### src/rtl/rcfd_pkg.sv
// Shared types and constants for the radio-control channel frame decoder.
// No dependencies; every other file of the block refers to this package.
package rcfd_pkg;

	// Frame layout
	localparam int FRAME_BYTES   = 32;
	localparam int CHANNEL_SLOTS = 14;
	localparam int POS_W         = 5;
	localparam logic [POS_W-1:0] POS_LEN       = 5'd0;
	localparam logic [POS_W-1:0] POS_CMD       = 5'd1;
	localparam logic [POS_W-1:0] POS_SUM_LAST  = 5'd29;
	localparam logic [POS_W-1:0] POS_CHECK_LO  = 5'd30;
	localparam logic [POS_W-1:0] POS_CHECK_HI  = 5'd31;
	localparam logic [POS_W-1:0] POS_FIRST_HI  = 5'd3;

	localparam logic [15:0] SUM_SEED = 16'hFFFF;
	localparam int MS_W = 17;
	localparam logic [MS_W-1:0] MS_MAX = 17'h1FFFF;

	// Configuration register reset values
	localparam logic [15:0] TIMEOUT_RESET = 16'd100;
	localparam logic [7:0]  LENGTH_RESET  = 8'd32;
	localparam logic [7:0]  COMMAND_RESET = 8'd64;

	// Configuration register indexes
	localparam int CFG_IDX_W = 2;
	typedef enum logic [CFG_IDX_W-1:0] {
		REG_TIMEOUT = 2'd0,
		REG_LENGTH  = 2'd1,
		REG_COMMAND = 2'd2,
		REG_UNUSED  = 2'd3
	} reg_idx_t;

	// Result kinds
	typedef enum logic [1:0] {
		KIND_CHANNEL  = 2'd0,
		KIND_BAD_HDR  = 2'd1,
		KIND_CHECKSUM = 2'd2,
		KIND_STATUS   = 2'd3
	} kind_t;

	// Job handed from front to back; KIND_CHANNEL means a channel run
	typedef struct packed {
		kind_t kind;
		logic  lost;
	} job_t;

	// Channel store write request from front to back
	typedef struct packed {
		logic        en;
		logic [3:0]  ch;
		logic [15:0] value;
	} store_wr_t;

	// Configuration seen by the front
	typedef struct packed {
		logic [15:0] timeout_ms;
		logic [7:0]  expected_length;
		logic [7:0]  expected_command;
	} cfg_t;

	localparam int QDEPTH = 2;

endpackage

### src/rtl/rc_channel_frame_decoder.sv
// Radio-control channel frame decoder. Each request carries one received byte
// (mode 0) or one millisecond tick (mode 1); bytes are frame-aligned from reset
// in 32-byte frames. The last byte of a frame gives either one error result
// or, for a good frame, USER_CHANNELS channel results that leave the output
// register at one per cycle while out_stall is low; while such a run drains,
// further bytes are stalled (ticks are still taken, up to the two-entry job
// queue). Each tick gives one status result with the signal-lost flag.
// Configuration writes are always ready; index 3 is ignored.
module rc_channel_frame_decoder #(
	parameter int USER_CHANNELS = rcfd_pkg::CHANNEL_SLOTS
) (
	input  logic                          clk,
	input  logic                          arst_n,
	input  logic                          cfg_valid,
	output logic                          cfg_ready,
	input  logic [rcfd_pkg::CFG_IDX_W-1:0] cfg_index,
	input  logic [15:0]                   cfg_data,
	input  logic                          in_valid,
	output logic                          in_stall,
	input  logic                          mode,
	input  logic [7:0]                    rx_byte,
	output logic                          out_valid,
	input  logic                          out_stall,
	output logic [1:0]                    kind,
	output logic [3:0]                    channel_index,
	output logic [15:0]                   channel_value,
	output logic                          signal_lost,
	output logic                          last
);

	rcfd_pkg::cfg_t       cfg_q;
	rcfd_pkg::store_wr_t  store_wr;
	rcfd_pkg::job_t       push_job;
	rcfd_pkg::job_t       head_job;
	logic                 q_push;
	logic                 q_pop;
	logic                 q_full;
	logic                 q_not_empty;
	logic                 run_done;

	assign cfg_ready = 1'b1;

	// Configuration registers
	always_ff @(posedge clk or negedge arst_n) begin
		if (!arst_n) begin
			cfg_q.timeout_ms       <= rcfd_pkg::TIMEOUT_RESET;
			cfg_q.expected_length  <= rcfd_pkg::LENGTH_RESET;
			cfg_q.expected_command <= rcfd_pkg::COMMAND_RESET;
		end else if (cfg_valid && cfg_ready) begin
			unique case (rcfd_pkg::reg_idx_t'(cfg_index))
				rcfd_pkg::REG_TIMEOUT: cfg_q.timeout_ms       <= cfg_data;
				rcfd_pkg::REG_LENGTH:  cfg_q.expected_length  <= cfg_data[7:0];
				rcfd_pkg::REG_COMMAND: cfg_q.expected_command <= cfg_data[7:0];
				default: begin
				end
			endcase
		end
	end

	rcfd_front u_front (
		.clk      (clk),
		.arst_n   (arst_n),
		.in_valid (in_valid),
		.in_stall (in_stall),
		.mode     (mode),
		.rx_byte  (rx_byte),
		.cfg      (cfg_q),
		.q_full   (q_full),
		.q_push   (q_push),
		.q_job    (push_job),
		.store_wr (store_wr),
		.run_done (run_done)
	);

	rcfd_queue u_queue (
		.clk       (clk),
		.arst_n    (arst_n),
		.push      (q_push),
		.push_job  (push_job),
		.full      (q_full),
		.pop       (q_pop),
		.not_empty (q_not_empty),
		.head      (head_job)
	);

	rcfd_back #(
		.USER_CHANNELS (USER_CHANNELS)
	) u_back (
		.clk           (clk),
		.arst_n        (arst_n),
		.store_wr      (store_wr),
		.q_not_empty   (q_not_empty),
		.q_head        (head_job),
		.q_pop         (q_pop),
		.run_done      (run_done),
		.out_valid     (out_valid),
		.out_stall     (out_stall),
		.kind          (kind),
		.channel_index (channel_index),
		.channel_value (channel_value),
		.signal_lost   (signal_lost),
		.last          (last)
	);

endmodule

### src/rtl/rcfd_front.sv
// Front end: accepts bytes and ticks, tracks frame position, header, checksum
// and the signal-loss timer, and pushes jobs. Depends on rcfd_pkg.
module rcfd_front (
	input  logic                 clk,
	input  logic                 arst_n,
	input  logic                 in_valid,
	output logic                 in_stall,
	input  logic                 mode,
	input  logic [7:0]           rx_byte,
	input  rcfd_pkg::cfg_t       cfg,
	input  logic                 q_full,
	output logic                 q_push,
	output rcfd_pkg::job_t       q_job,
	output rcfd_pkg::store_wr_t  store_wr,
	input  logic                 run_done
);

	logic [rcfd_pkg::POS_W-1:0] pos_q;
	logic [15:0]                sum_q;
	logic                       hdr_ok_q;
	logic [7:0]                 pend_q;
	logic                       seen_q;
	logic [rcfd_pkg::MS_W-1:0]  ms_q;
	logic                       run_busy_q;

	logic                       accept;
	logic                       is_byte;
	logic                       is_tick;
	logic [15:0]                rx_sum;
	logic [rcfd_pkg::MS_W-1:0]  ms_inc;
	logic                       frame_good;
	logic [rcfd_pkg::POS_W-1:0] ch_off;

	// Hold everything when the queue is full; hold bytes while a run drains,
	// since later bytes would overwrite the channel store
	assign in_stall = q_full || (run_busy_q && !mode);
	assign accept   = in_valid && !in_stall;
	assign is_byte  = accept && !mode;
	assign is_tick  = accept && mode;

	assign rx_sum     = {rx_byte, pend_q};
	assign frame_good = hdr_ok_q && (rx_sum == sum_q);
	assign ms_inc     = (ms_q < rcfd_pkg::MS_MAX) ? ms_q + 1'b1 : ms_q;
	assign ch_off     = (pos_q - rcfd_pkg::POS_FIRST_HI) >> 1;

	// Store write on the high byte of each channel pair
	always_comb begin
		store_wr.en    = is_byte && pos_q[0] && (pos_q >= rcfd_pkg::POS_FIRST_HI)
			&& (pos_q <= rcfd_pkg::POS_SUM_LAST);
		store_wr.ch    = ch_off[3:0];
		store_wr.value = {rx_byte, pend_q};
	end

	// Job push: end of frame or tick
	always_comb begin
		q_push     = is_tick || (is_byte && (pos_q == rcfd_pkg::POS_CHECK_HI));
		q_job.kind = rcfd_pkg::KIND_STATUS;
		q_job.lost = 1'b0;
		if (is_tick) begin
			q_job.kind = rcfd_pkg::KIND_STATUS;
			q_job.lost = seen_q && (ms_inc > {1'b0, cfg.timeout_ms});
		end else if (!hdr_ok_q) begin
			q_job.kind = rcfd_pkg::KIND_BAD_HDR;
		end else if (rx_sum != sum_q) begin
			q_job.kind = rcfd_pkg::KIND_CHECKSUM;
		end else begin
			q_job.kind = rcfd_pkg::KIND_CHANNEL;
		end
	end

	// Frame and timer state
	always_ff @(posedge clk or negedge arst_n) begin
		if (!arst_n) begin
			pos_q      <= '0;
			sum_q      <= rcfd_pkg::SUM_SEED;
			hdr_ok_q   <= 1'b0;
			pend_q     <= '0;
			seen_q     <= 1'b0;
			ms_q       <= '0;
			run_busy_q <= 1'b0;
		end else begin
			if (run_done) begin
				run_busy_q <= 1'b0;
			end
			if (is_tick) begin
				ms_q <= ms_inc;
			end
			if (is_byte) begin
				pos_q <= pos_q + 1'b1;
				if (pos_q == rcfd_pkg::POS_LEN) begin
					hdr_ok_q <= (rx_byte == cfg.expected_length);
					sum_q    <= rcfd_pkg::SUM_SEED - {8'd0, rx_byte};
				end else if (pos_q == rcfd_pkg::POS_CMD) begin
					hdr_ok_q <= hdr_ok_q && (rx_byte == cfg.expected_command);
					sum_q    <= sum_q - {8'd0, rx_byte};
				end else if (pos_q <= rcfd_pkg::POS_SUM_LAST) begin
					sum_q <= sum_q - {8'd0, rx_byte};
					if (!pos_q[0]) begin
						pend_q <= rx_byte;
					end
				end else if (pos_q == rcfd_pkg::POS_CHECK_LO) begin
					pend_q <= rx_byte;
				end else if (frame_good) begin
					// Good frame: start a channel run, restart the timer
					seen_q     <= 1'b1;
					ms_q       <= '0;
					run_busy_q <= 1'b1;
				end
			end
		end
	end

endmodule

### src/rtl/rcfd_queue.sv
// Two-entry job queue between front and back.
// Depends on rcfd_pkg for the job type and depth.
module rcfd_queue (
	input  logic            clk,
	input  logic            arst_n,
	input  logic            push,
	input  rcfd_pkg::job_t  push_job,
	output logic            full,
	input  logic            pop,
	output logic            not_empty,
	output rcfd_pkg::job_t  head
);

	localparam int PtrW = $clog2(rcfd_pkg::QDEPTH);

	rcfd_pkg::job_t      mem_q [rcfd_pkg::QDEPTH];
	logic [PtrW-1:0]     wr_ptr_q;
	logic [PtrW-1:0]     rd_ptr_q;
	logic [PtrW:0]       count_q;

	assign full      = (count_q == (PtrW+1)'(rcfd_pkg::QDEPTH));
	assign not_empty = (count_q != '0);
	assign head      = mem_q[rd_ptr_q];

	// Entry storage
	always_ff @(posedge clk) begin
		if (push) begin
			mem_q[wr_ptr_q] <= push_job;
		end
	end

	// Pointers and fill count
	always_ff @(posedge clk or negedge arst_n) begin
		if (!arst_n) begin
			wr_ptr_q <= '0;
			rd_ptr_q <= '0;
			count_q  <= '0;
		end else begin
			if (push) begin
				wr_ptr_q <= wr_ptr_q + 1'b1;
			end
			if (pop) begin
				rd_ptr_q <= rd_ptr_q + 1'b1;
			end
			if (push && !pop) begin
				count_q <= count_q + 1'b1;
			end else if (pop && !push) begin
				count_q <= count_q - 1'b1;
			end
		end
	end

endmodule

### src/rtl/rcfd_back.sv
// Back end: holds the channel store, pops jobs and drives the result register,
// walking through the channels for a good frame. Depends on rcfd_pkg.
module rcfd_back #(
	parameter int USER_CHANNELS = rcfd_pkg::CHANNEL_SLOTS
) (
	input  logic                 clk,
	input  logic                 arst_n,
	input  rcfd_pkg::store_wr_t  store_wr,
	input  logic                 q_not_empty,
	input  rcfd_pkg::job_t       q_head,
	output logic                 q_pop,
	output logic                 run_done,
	output logic                 out_valid,
	input  logic                 out_stall,
	output logic [1:0]           kind,
	output logic [3:0]           channel_index,
	output logic [15:0]          channel_value,
	output logic                 signal_lost,
	output logic                 last
);

	localparam int IdxW = (USER_CHANNELS > 1) ? $clog2(USER_CHANNELS) : 1;
	localparam logic [3:0] LastCh = 4'(USER_CHANNELS - 1);

	logic [15:0]          store_q [USER_CHANNELS];
	logic                 run_q;
	logic [3:0]           next_ch_q;
	logic                 out_valid_q;
	rcfd_pkg::kind_t      kind_q;
	logic [3:0]           idx_q;
	logic [15:0]          value_q;
	logic                 lost_q;
	logic                 last_q;

	logic                 fire;
	logic                 load;
	logic [3:0]           emit_ch;

	assign fire     = out_valid_q && !out_stall;
	assign load     = !out_valid_q || fire;
	assign q_pop    = load && !run_q && q_not_empty;
	assign run_done = fire && (kind_q == rcfd_pkg::KIND_CHANNEL) && last_q;
	assign emit_ch  = run_q ? next_ch_q : 4'd0;

	assign out_valid     = out_valid_q;
	assign kind          = kind_q;
	assign channel_index = idx_q;
	assign channel_value = value_q;
	assign signal_lost   = lost_q;
	assign last          = last_q;

	// Channel store
	always_ff @(posedge clk) begin
		if (store_wr.en && (store_wr.ch < 4'(USER_CHANNELS))) begin
			store_q[store_wr.ch[IdxW-1:0]] <= store_wr.value;
		end
	end

	// Result payload
	always_ff @(posedge clk) begin
		if (load && (run_q || q_not_empty)) begin
			if (run_q || (q_head.kind == rcfd_pkg::KIND_CHANNEL)) begin
				kind_q  <= rcfd_pkg::KIND_CHANNEL;
				idx_q   <= emit_ch;
				value_q <= store_q[emit_ch[IdxW-1:0]];
				lost_q  <= 1'b0;
				last_q  <= (emit_ch == LastCh);
			end else begin
				kind_q  <= q_head.kind;
				idx_q   <= '0;
				value_q <= '0;
				lost_q  <= q_head.lost;
				last_q  <= 1'b1;
			end
		end
	end

	// Output valid and channel run counter
	always_ff @(posedge clk or negedge arst_n) begin
		if (!arst_n) begin
			out_valid_q <= 1'b0;
			run_q       <= 1'b0;
			next_ch_q   <= '0;
		end else if (load) begin
			out_valid_q <= run_q || q_not_empty;
			if (run_q || (q_not_empty && (q_head.kind == rcfd_pkg::KIND_CHANNEL))) begin
				run_q     <= (emit_ch != LastCh);
				next_ch_q <= emit_ch + 1'b1;
			end
		end
	end

endmodule
### config.mk
export PLATFORM = sky130hd
export DESIGN_NAME = rc_channel_frame_decoder
export DESIGN_NICKNAME = d
export VERILOG_FILES = /design/src/rtl/rcfd_pkg.sv /design/src/rtl/rc_channel_frame_decoder.sv /design/src/rtl/rcfd_front.sv /design/src/rtl/rcfd_queue.sv /design/src/rtl/rcfd_back.sv
export SDC_FILE = /design/constraint.sdc
export NUM_CORES = 1
export LEC_CHECK = 0
export BUFFER_PORTS_ARGS = -buffer_cell sky130_fd_sc_hd__clkbuf_2
export CAP_MARGIN = 20
export CORE_ASPECT_RATIO = 0.9
export CORE_MARGIN = 4
export CORE_UTILIZATION = 35
export CTS_CLUSTER_SIZE = 16
export DETAILED_ROUTE_END_ITERATION = 16
export PLACE_DENSITY = 0.47
export SLEW_MARGIN = 20
export SYNTH_ARGS = -nofsm -noshare
export SYNTH_HDL_FRONTEND = slang
export SYNTH_HIERARCHICAL = 1
export SYNTH_SLANG_ARGS = --single-unit
### constraint.sdc
create_clock -name clk -period 6.8 [get_ports clk]
set_clock_uncertainty 0.2 [all_clocks]
set_input_delay 0.34 -clock clk [delete_from_list [all_inputs] [get_ports clk]]
set_output_delay 0.34 -clock clk [all_outputs]
set_load 0.005 [all_outputs]
# After elaboration in Yosys (flattened, before gate mapping)
# Memories as Yosys holds them, arrays and structs flattened. A register that Yosys moved wholly into a read port is not among the register bits.
# Index checks and enable logic that the tools add are counted.
classes:
  magnitude_cmp: 5
  eq_ne: 13
  bitwise_logic: 4
  reduce_logical: 52
  n_addsub: 10
  muxes: 34
ops:
  columns: ["cell", "n"]
  rows:
  - ["$mux W17", 8]
  - ["$mux W16", 3]
  - ["$mux W8", 3]
  - ["$logic_and A1 B1 Y1", 21]
  - ["$add A17 B1 Y17 const B", 1]
  - ["$gt A17 B16 Y1", 1]
  - ["$lt A17 B17 Y1 const B", 1]
  - ["$eq A16 B16 Y1", 1]
  - ["$eq A8 B8 Y1", 2]
  - ["$ne A16 B16 Y1", 1]
  - ["$sub A16 B8 Y16", 1]
  - ["$mux W1", 14]
  - ["$reduce_and A2 Y1", 6]
  - ["$eq A5 B5 Y1 const B", 2]
  - ["$mux W2", 5]
  - ["$sub A1 B9 Y10 const A", 1]
  - ["$logic_not A1 Y1", 8]
  - ["$reduce_bool A2 Y1", 4]
  - ["$logic_not A2 Y1", 3]
  - ["$logic_or A1 B1 Y1", 6]
  - ["$reduce_and A6 Y1", 1]
  - ["$add A5 B1 Y5 const B", 1]
  - ["$eq A5 B1 Y1 const B", 1]
  - ["$ge A5 B2 Y1 const B", 1]
  - ["other kinds (17)", 22]
word_totals:
  ram_bits: 230
  regBits: 99
  mem_count: 2
  wordCells: 140
  in_bits: 32
  output_inout_bits: 27
mem_list:
  columns: ["memory", "words", "word_bits", "read_ports", "rd_ports_with_merged_regs", "write_ports", "line_no", "text"]
  rows:
  - ["u_back.store_q", 14, 16, 1, 1, 1, "rcfd_back.sv:25", "logic [15:0] store_q [USER_CHANNELS];"]
  - ["u_queue.mem_q", 2, 3, 1, 0, 1, "rcfd_queue.sv:16", "rcfd_pkg::job_t mem_q [rcfd_pkg::QDEPTH];"]

# Logic depth before layout (Yosys ltp)
logic_depth:
  ltp_word: 13
  ltp_mapped: 14
  depth_no_buf: 12

# Hierarchy
# The synthesis kept the hierarchy.
modules_own_cells:
  columns: ["mod", "n_inst", "cells_each", "area_per_inst_um2", "seq_area_each_um2"]
  rows:
  - ["rcfd_back", 1, 645, 10207.3, 7597.3]
  - ["rcfd_front", 1, 438, 3873.7, 1246.2]
  - ["rc_channel_frame_decoder", 1, 70, 1223.7, 807.0]
  - ["rcfd_queue", 1, 25, 405.4, 280.3]

# Least setup slack after synthesis
# No wires, ideal clock.
synth_path:
  path_type: "reg2reg"
  start: "reg u_queue.count_q[0]"
  end: "mem u_back.store_q[0][0] (enable)"
  setup_slack_ns: 2.891
  arrival_ns: 3.300
  n_path_buf: 0
  setup_time_ns: 0.409
  t_required_ns: 6.191
  stages_incl_launch_ff: 7
  synth_period_minus_slack_ns: 3.909
  cell_sequence: "dfrtp_1 > and2b_2 > nor4b_4 > o21ai_0 > a211oi_1 > or3b_2 > nor3_1"
synth_lines:
  columns: ["item", "line_no", "text"]
  rows:
  - ["from (decl)", "rcfd_queue.sv:19", "logic [PtrW:0] count_q;"]
  - ["from (signal assigned)", "rcfd_queue.sv:46", "count_q <= count_q + 1'b1;"]
  - ["from (signal assigned)", "rcfd_queue.sv:48", "count_q <= count_q - 1'b1;"]
  - ["to (decl)", "rcfd_back.sv:25", null]

==> metrics.cfg <==
[outcome]
status = finished clean

[global_routing]
grt_pass1_vias = 9337
grt_start_max_net_pins = 149
grt_pass1_wl_um = 58800
grt_use_total_pct = 16.1
grt_antenna_before_repair = 0
grt-ovfl-total = 0

[clocking]
cts-root-buf = clkbuf_16
clk_latency_ns = 0.54
cts_tree = yes
cts.sinks = 345
htreeDepth = 2
path_clk_slew_ns = 0.06
cts_buffers = 40
cts_resized = 0
clk_path_buf_depth = 3

[die]
rows = 73
start_util_pct = 35.5
die_h_um = 209
die_area_mm2 = 0.0483
ios = 59
coreArea_mm2 = 0.0443
die_w_um = 231

[placed_design]
hpwl_um = 24500
port_buffers = 57
gp_congestion = 0.788

[routing]
detail-route-antenna-nets = 0
viasPerCell = 5.06
finalWirelength_um = 39300
drc = 0
first_pass_iters = 5
drtIter0Drc = 626
wl_per_cell_um = 21.1
num_vias = 9427

[critical_path]
slowest_delay_ns = 0.71
crit_family = simple AND/OR/NAND/NOR gates
critical_path_buf_inv_count = 1
crit_required_ns = 6.75
critical_path_arrival_ns = 3.85
path_cells = and2b_2 > nor4b_4 > buf_4 > o21ai_0 > a211oi_1 > or3b_2 > nor2_2
crit_fanout = 19
cp_slowest_cell = nor2_2
critical_path_class = reg2reg
startpoint_type = flip-flop
crit_path_end_kind = flip-flop

[layout]
post-route-util_pct = 40.4
n_antenna_cell = 0
drive_gt1_share_pct = 17.3
area_growth_pct = 14.0
seqCellArea_mm2 = 0.00994
nets = 1300
fillCellCount = 4199
multiInputGateArea_mm2 = 0.00517

[timing]
rsz0062_at_grt = no
setup_tns_ns = 0
hold_viol = 0
slew_violations = 0
worstMarginPinSlew_ns = 1.02
finalSetupViolCount = 0
max_freq_mhz = 257
slew_headroom_pct = 31.7
finalCritPeriodShare_pct = 57.3
period_minus_slack_ns = 3.90

[pwr]
vdd_ir_drop_max_v = 0.000339
p_leak_nw = 6.70
powerDensity_mw_per_mm2 = 415

[synthesis]
ys_types = 71
async_reset_ff_share_pct = 26.4
synth_top_flop_cell = edfxtp_1
synth_top_cell_area_share_pct = 48.6
synth_top_area_cell = edfxtp_1
syn_inst = 1178
ys_warn_count = 6
synth_fp_nets = 1244
yosysSeqAreaShare_pct = 63.2
synth_area_per_cell_um2 = 13.3
synthesis.area_mm2 = 0.0157
synth-edff-count = 254
synth_top_cells_by_area = edfxtp_1, dfrtp_1, mux2i_1
ys_ff_latch = 345

[flow_run]
max_cap_violations = 0

[min_path]
hp-class = in2async

-- per-layer routing --
layer  vias to the layer above  share of wire (%)  GRT usage, %
met5                         -                  0             0
met4                         0                2.5          5.02
met3                        55                4.2          2.60
met2                       189                 43          23.3
met1                      4726                 50          24.7
li1                       4457                  -             -
-- path summary, 6_finish.rpt --
check	startpoint	endpoint	slack [ns]	cells after the start
hold / removal	arst_n	u_queue/count_q[1]	0.03	2
min in group clk	in_valid	u_queue/wr_ptr_q	0.10	4
max in group asynchronous	arst_n	u_front/pend_q[1]	5.11	3
setup reg to reg	u_queue/count_q[0]	u_back/store_q[1][4]	2.90	7
setup / recovery	u_queue/count_q[0]	u_back/store_q[1][4]	2.90	7
hold reg to reg	u_queue/count_q[1]	u_queue/count_q[1]	0.28	1
-- layout by cell type, fill, tap and decap left out, types with 4 or more instances in the layout --
| cell | instances |
|---|---|
| edfxtp_1 | 254 |
| nor2_1 | 83 |
| mux2i_1 | 80 |
| dfrtp_1 | 68 |
| inv_1 | 61 |
| clkbuf_2 | 56 |
| a21oi_1 | 49 |
| xor2_1 | 48 |
| nand2_1 | 47 |
| mux2_2 | 45 |
| clkbuf_16 | 41 |
| xnor2_1 | 37 |
| ha_1 | 33 |
| a31oi_1 | 32 |
| dfstp_2 | 21 |
| o21ai_0 | 21 |
| dlygate4sd3_1 | 18 |
| o221ai_1 | 18 |
| o22ai_1 | 17 |
| o211ai_1 | 17 |
| a22oi_1 | 16 |
| nand3_1 | 15 |
| nand4_1 | 14 |
| clkbuf_1 | 11 |
| buf_4 | 11 |
| nor4_1 | 11 |
| and2_1 | 9 |
| nor2_2 | 9 |
| clkinv_1 | 8 |
| nand2b_1 | 8 |
| nor3_1 | 8 |
| clkinv_2 | 6 |
| nor2b_1 | 6 |
| and3_1 | 6 |
| nand3b_1 | 5 |
| bufinv_16 | 4 |
| or2_2 | 4 |
| a211oi_1 | 4 |
-- final cells by class --
cell class | count | area share, %
Sequential cell | 345 | 55.5
Multi-Input combinational cell | 700 | 28.9
Clock buffer | 52 | 5.96
Tap cell | 600 | 4.19
Timing Repair Buffer | 86 | 3.14
Inverter | 61 | 1.28
Clock inverter | 19 | 1.06
-- through the flow --
stage                     hold slack (ns)  power [W]  cell area [um2]  cells  setup WS (ns)
after floorplan                    -0.156    0.00463            15700   1178           2.89
after global placement             0.0400    0.00536            16500   1774           2.72
after detailed placement           0.0466    0.00538            16500   1774           2.92
after CTS                         0.00185    0.00752            17900   1863           2.91
after global routing               0.0444    0.00785            17900   1863           2.56
final                              0.0292    0.00742            17900   1863           2.90
-- power breakdown --
part	total [W]	switching, W	internal [W]
Combinational	0.00224	0.00139	0.000854
Clock	0.00208	0.000829	0.00125
Sequential	0.00310	0.000357	0.00274
Total	0.00742	0.00257	0.00485
-- what timing repair did --
item | CTS | global route
buffers inserted | 0 | 0
endpoints found under the hold margin | 53 | 0
hold buffers | 18 | 0
-- flip-flops by register name (all words and copies together) (netlist names), 4 cells and up --
signal / cells
u_front/pend_q: 8
u_front/pos_q: 5
u_back/channel_index: 4
u_queue/mem_q: 6
u_back/channel_value: 16
u_back/next_ch_q: 4
u_back/store_q: 224
cfg_q: 32
u_front/sum_q: 16
u_front/ms_q: 17
-- kinds of logic (layout without fill, tap and decap cells) --
kind of cell | count (synthesis) | in the layout | share of synthesized area (%)
flops | 345 | 345 | 63.2
compound gates | 205 | 205 | 8.65
simple gates | 250 | 250 | 7.96
other cells | 1 | 1 | 0.0239
fa+ha+maj | 34 | 34 | 2.76
buf+inv | 133 | 218 | 4.34
xor+xnor | 85 | 85 | 4.74
mux | 125 | 125 | 8.32
-- worst register-to-register path, stage by stage, from the launching register on --
cell and delay, ns:
dfrtp_1 0.40, and2b_2 0.30, nor4b_4 0.22, buf_4 0.28
o21ai_0 0.29, a211oi_1 0.53, or3b_2 0.59, nor2_2 0.71
-- synth_stat cells (3+ instances only) --
library cell / number
buf_12: 3
a31oi_1: 32
o221ai_1: 18
nand3_1: 15
dfrtp_1: 70
ha_1: 33
buf_2: 21
o22ai_1: 17
nor2_1: 93
nand2b_1: 8
buf_4: 14
edfxtp_1: 254
o21ai_0: 21
clkbuf_1: 25
or2_2: 4
nand2_1: 47
o21a_1: 3
nand4_1: 14
xor2_1: 48
dfstp_2: 21
buf_6: 7
nor3_1: 12
inv_1: 61
a21oi_1: 49
o211ai_1: 17
and3_1: 6
nor4_1: 11
or3_1: 3
a22oi_1: 16
nor2b_1: 6
mux2_2: 45
a211oi_1: 4
nand3b_1: 5
and2_1: 9
and3b_1: 3
mux2i_1: 80
xnor2_1: 37
Power figures use the tool's default switching activity.
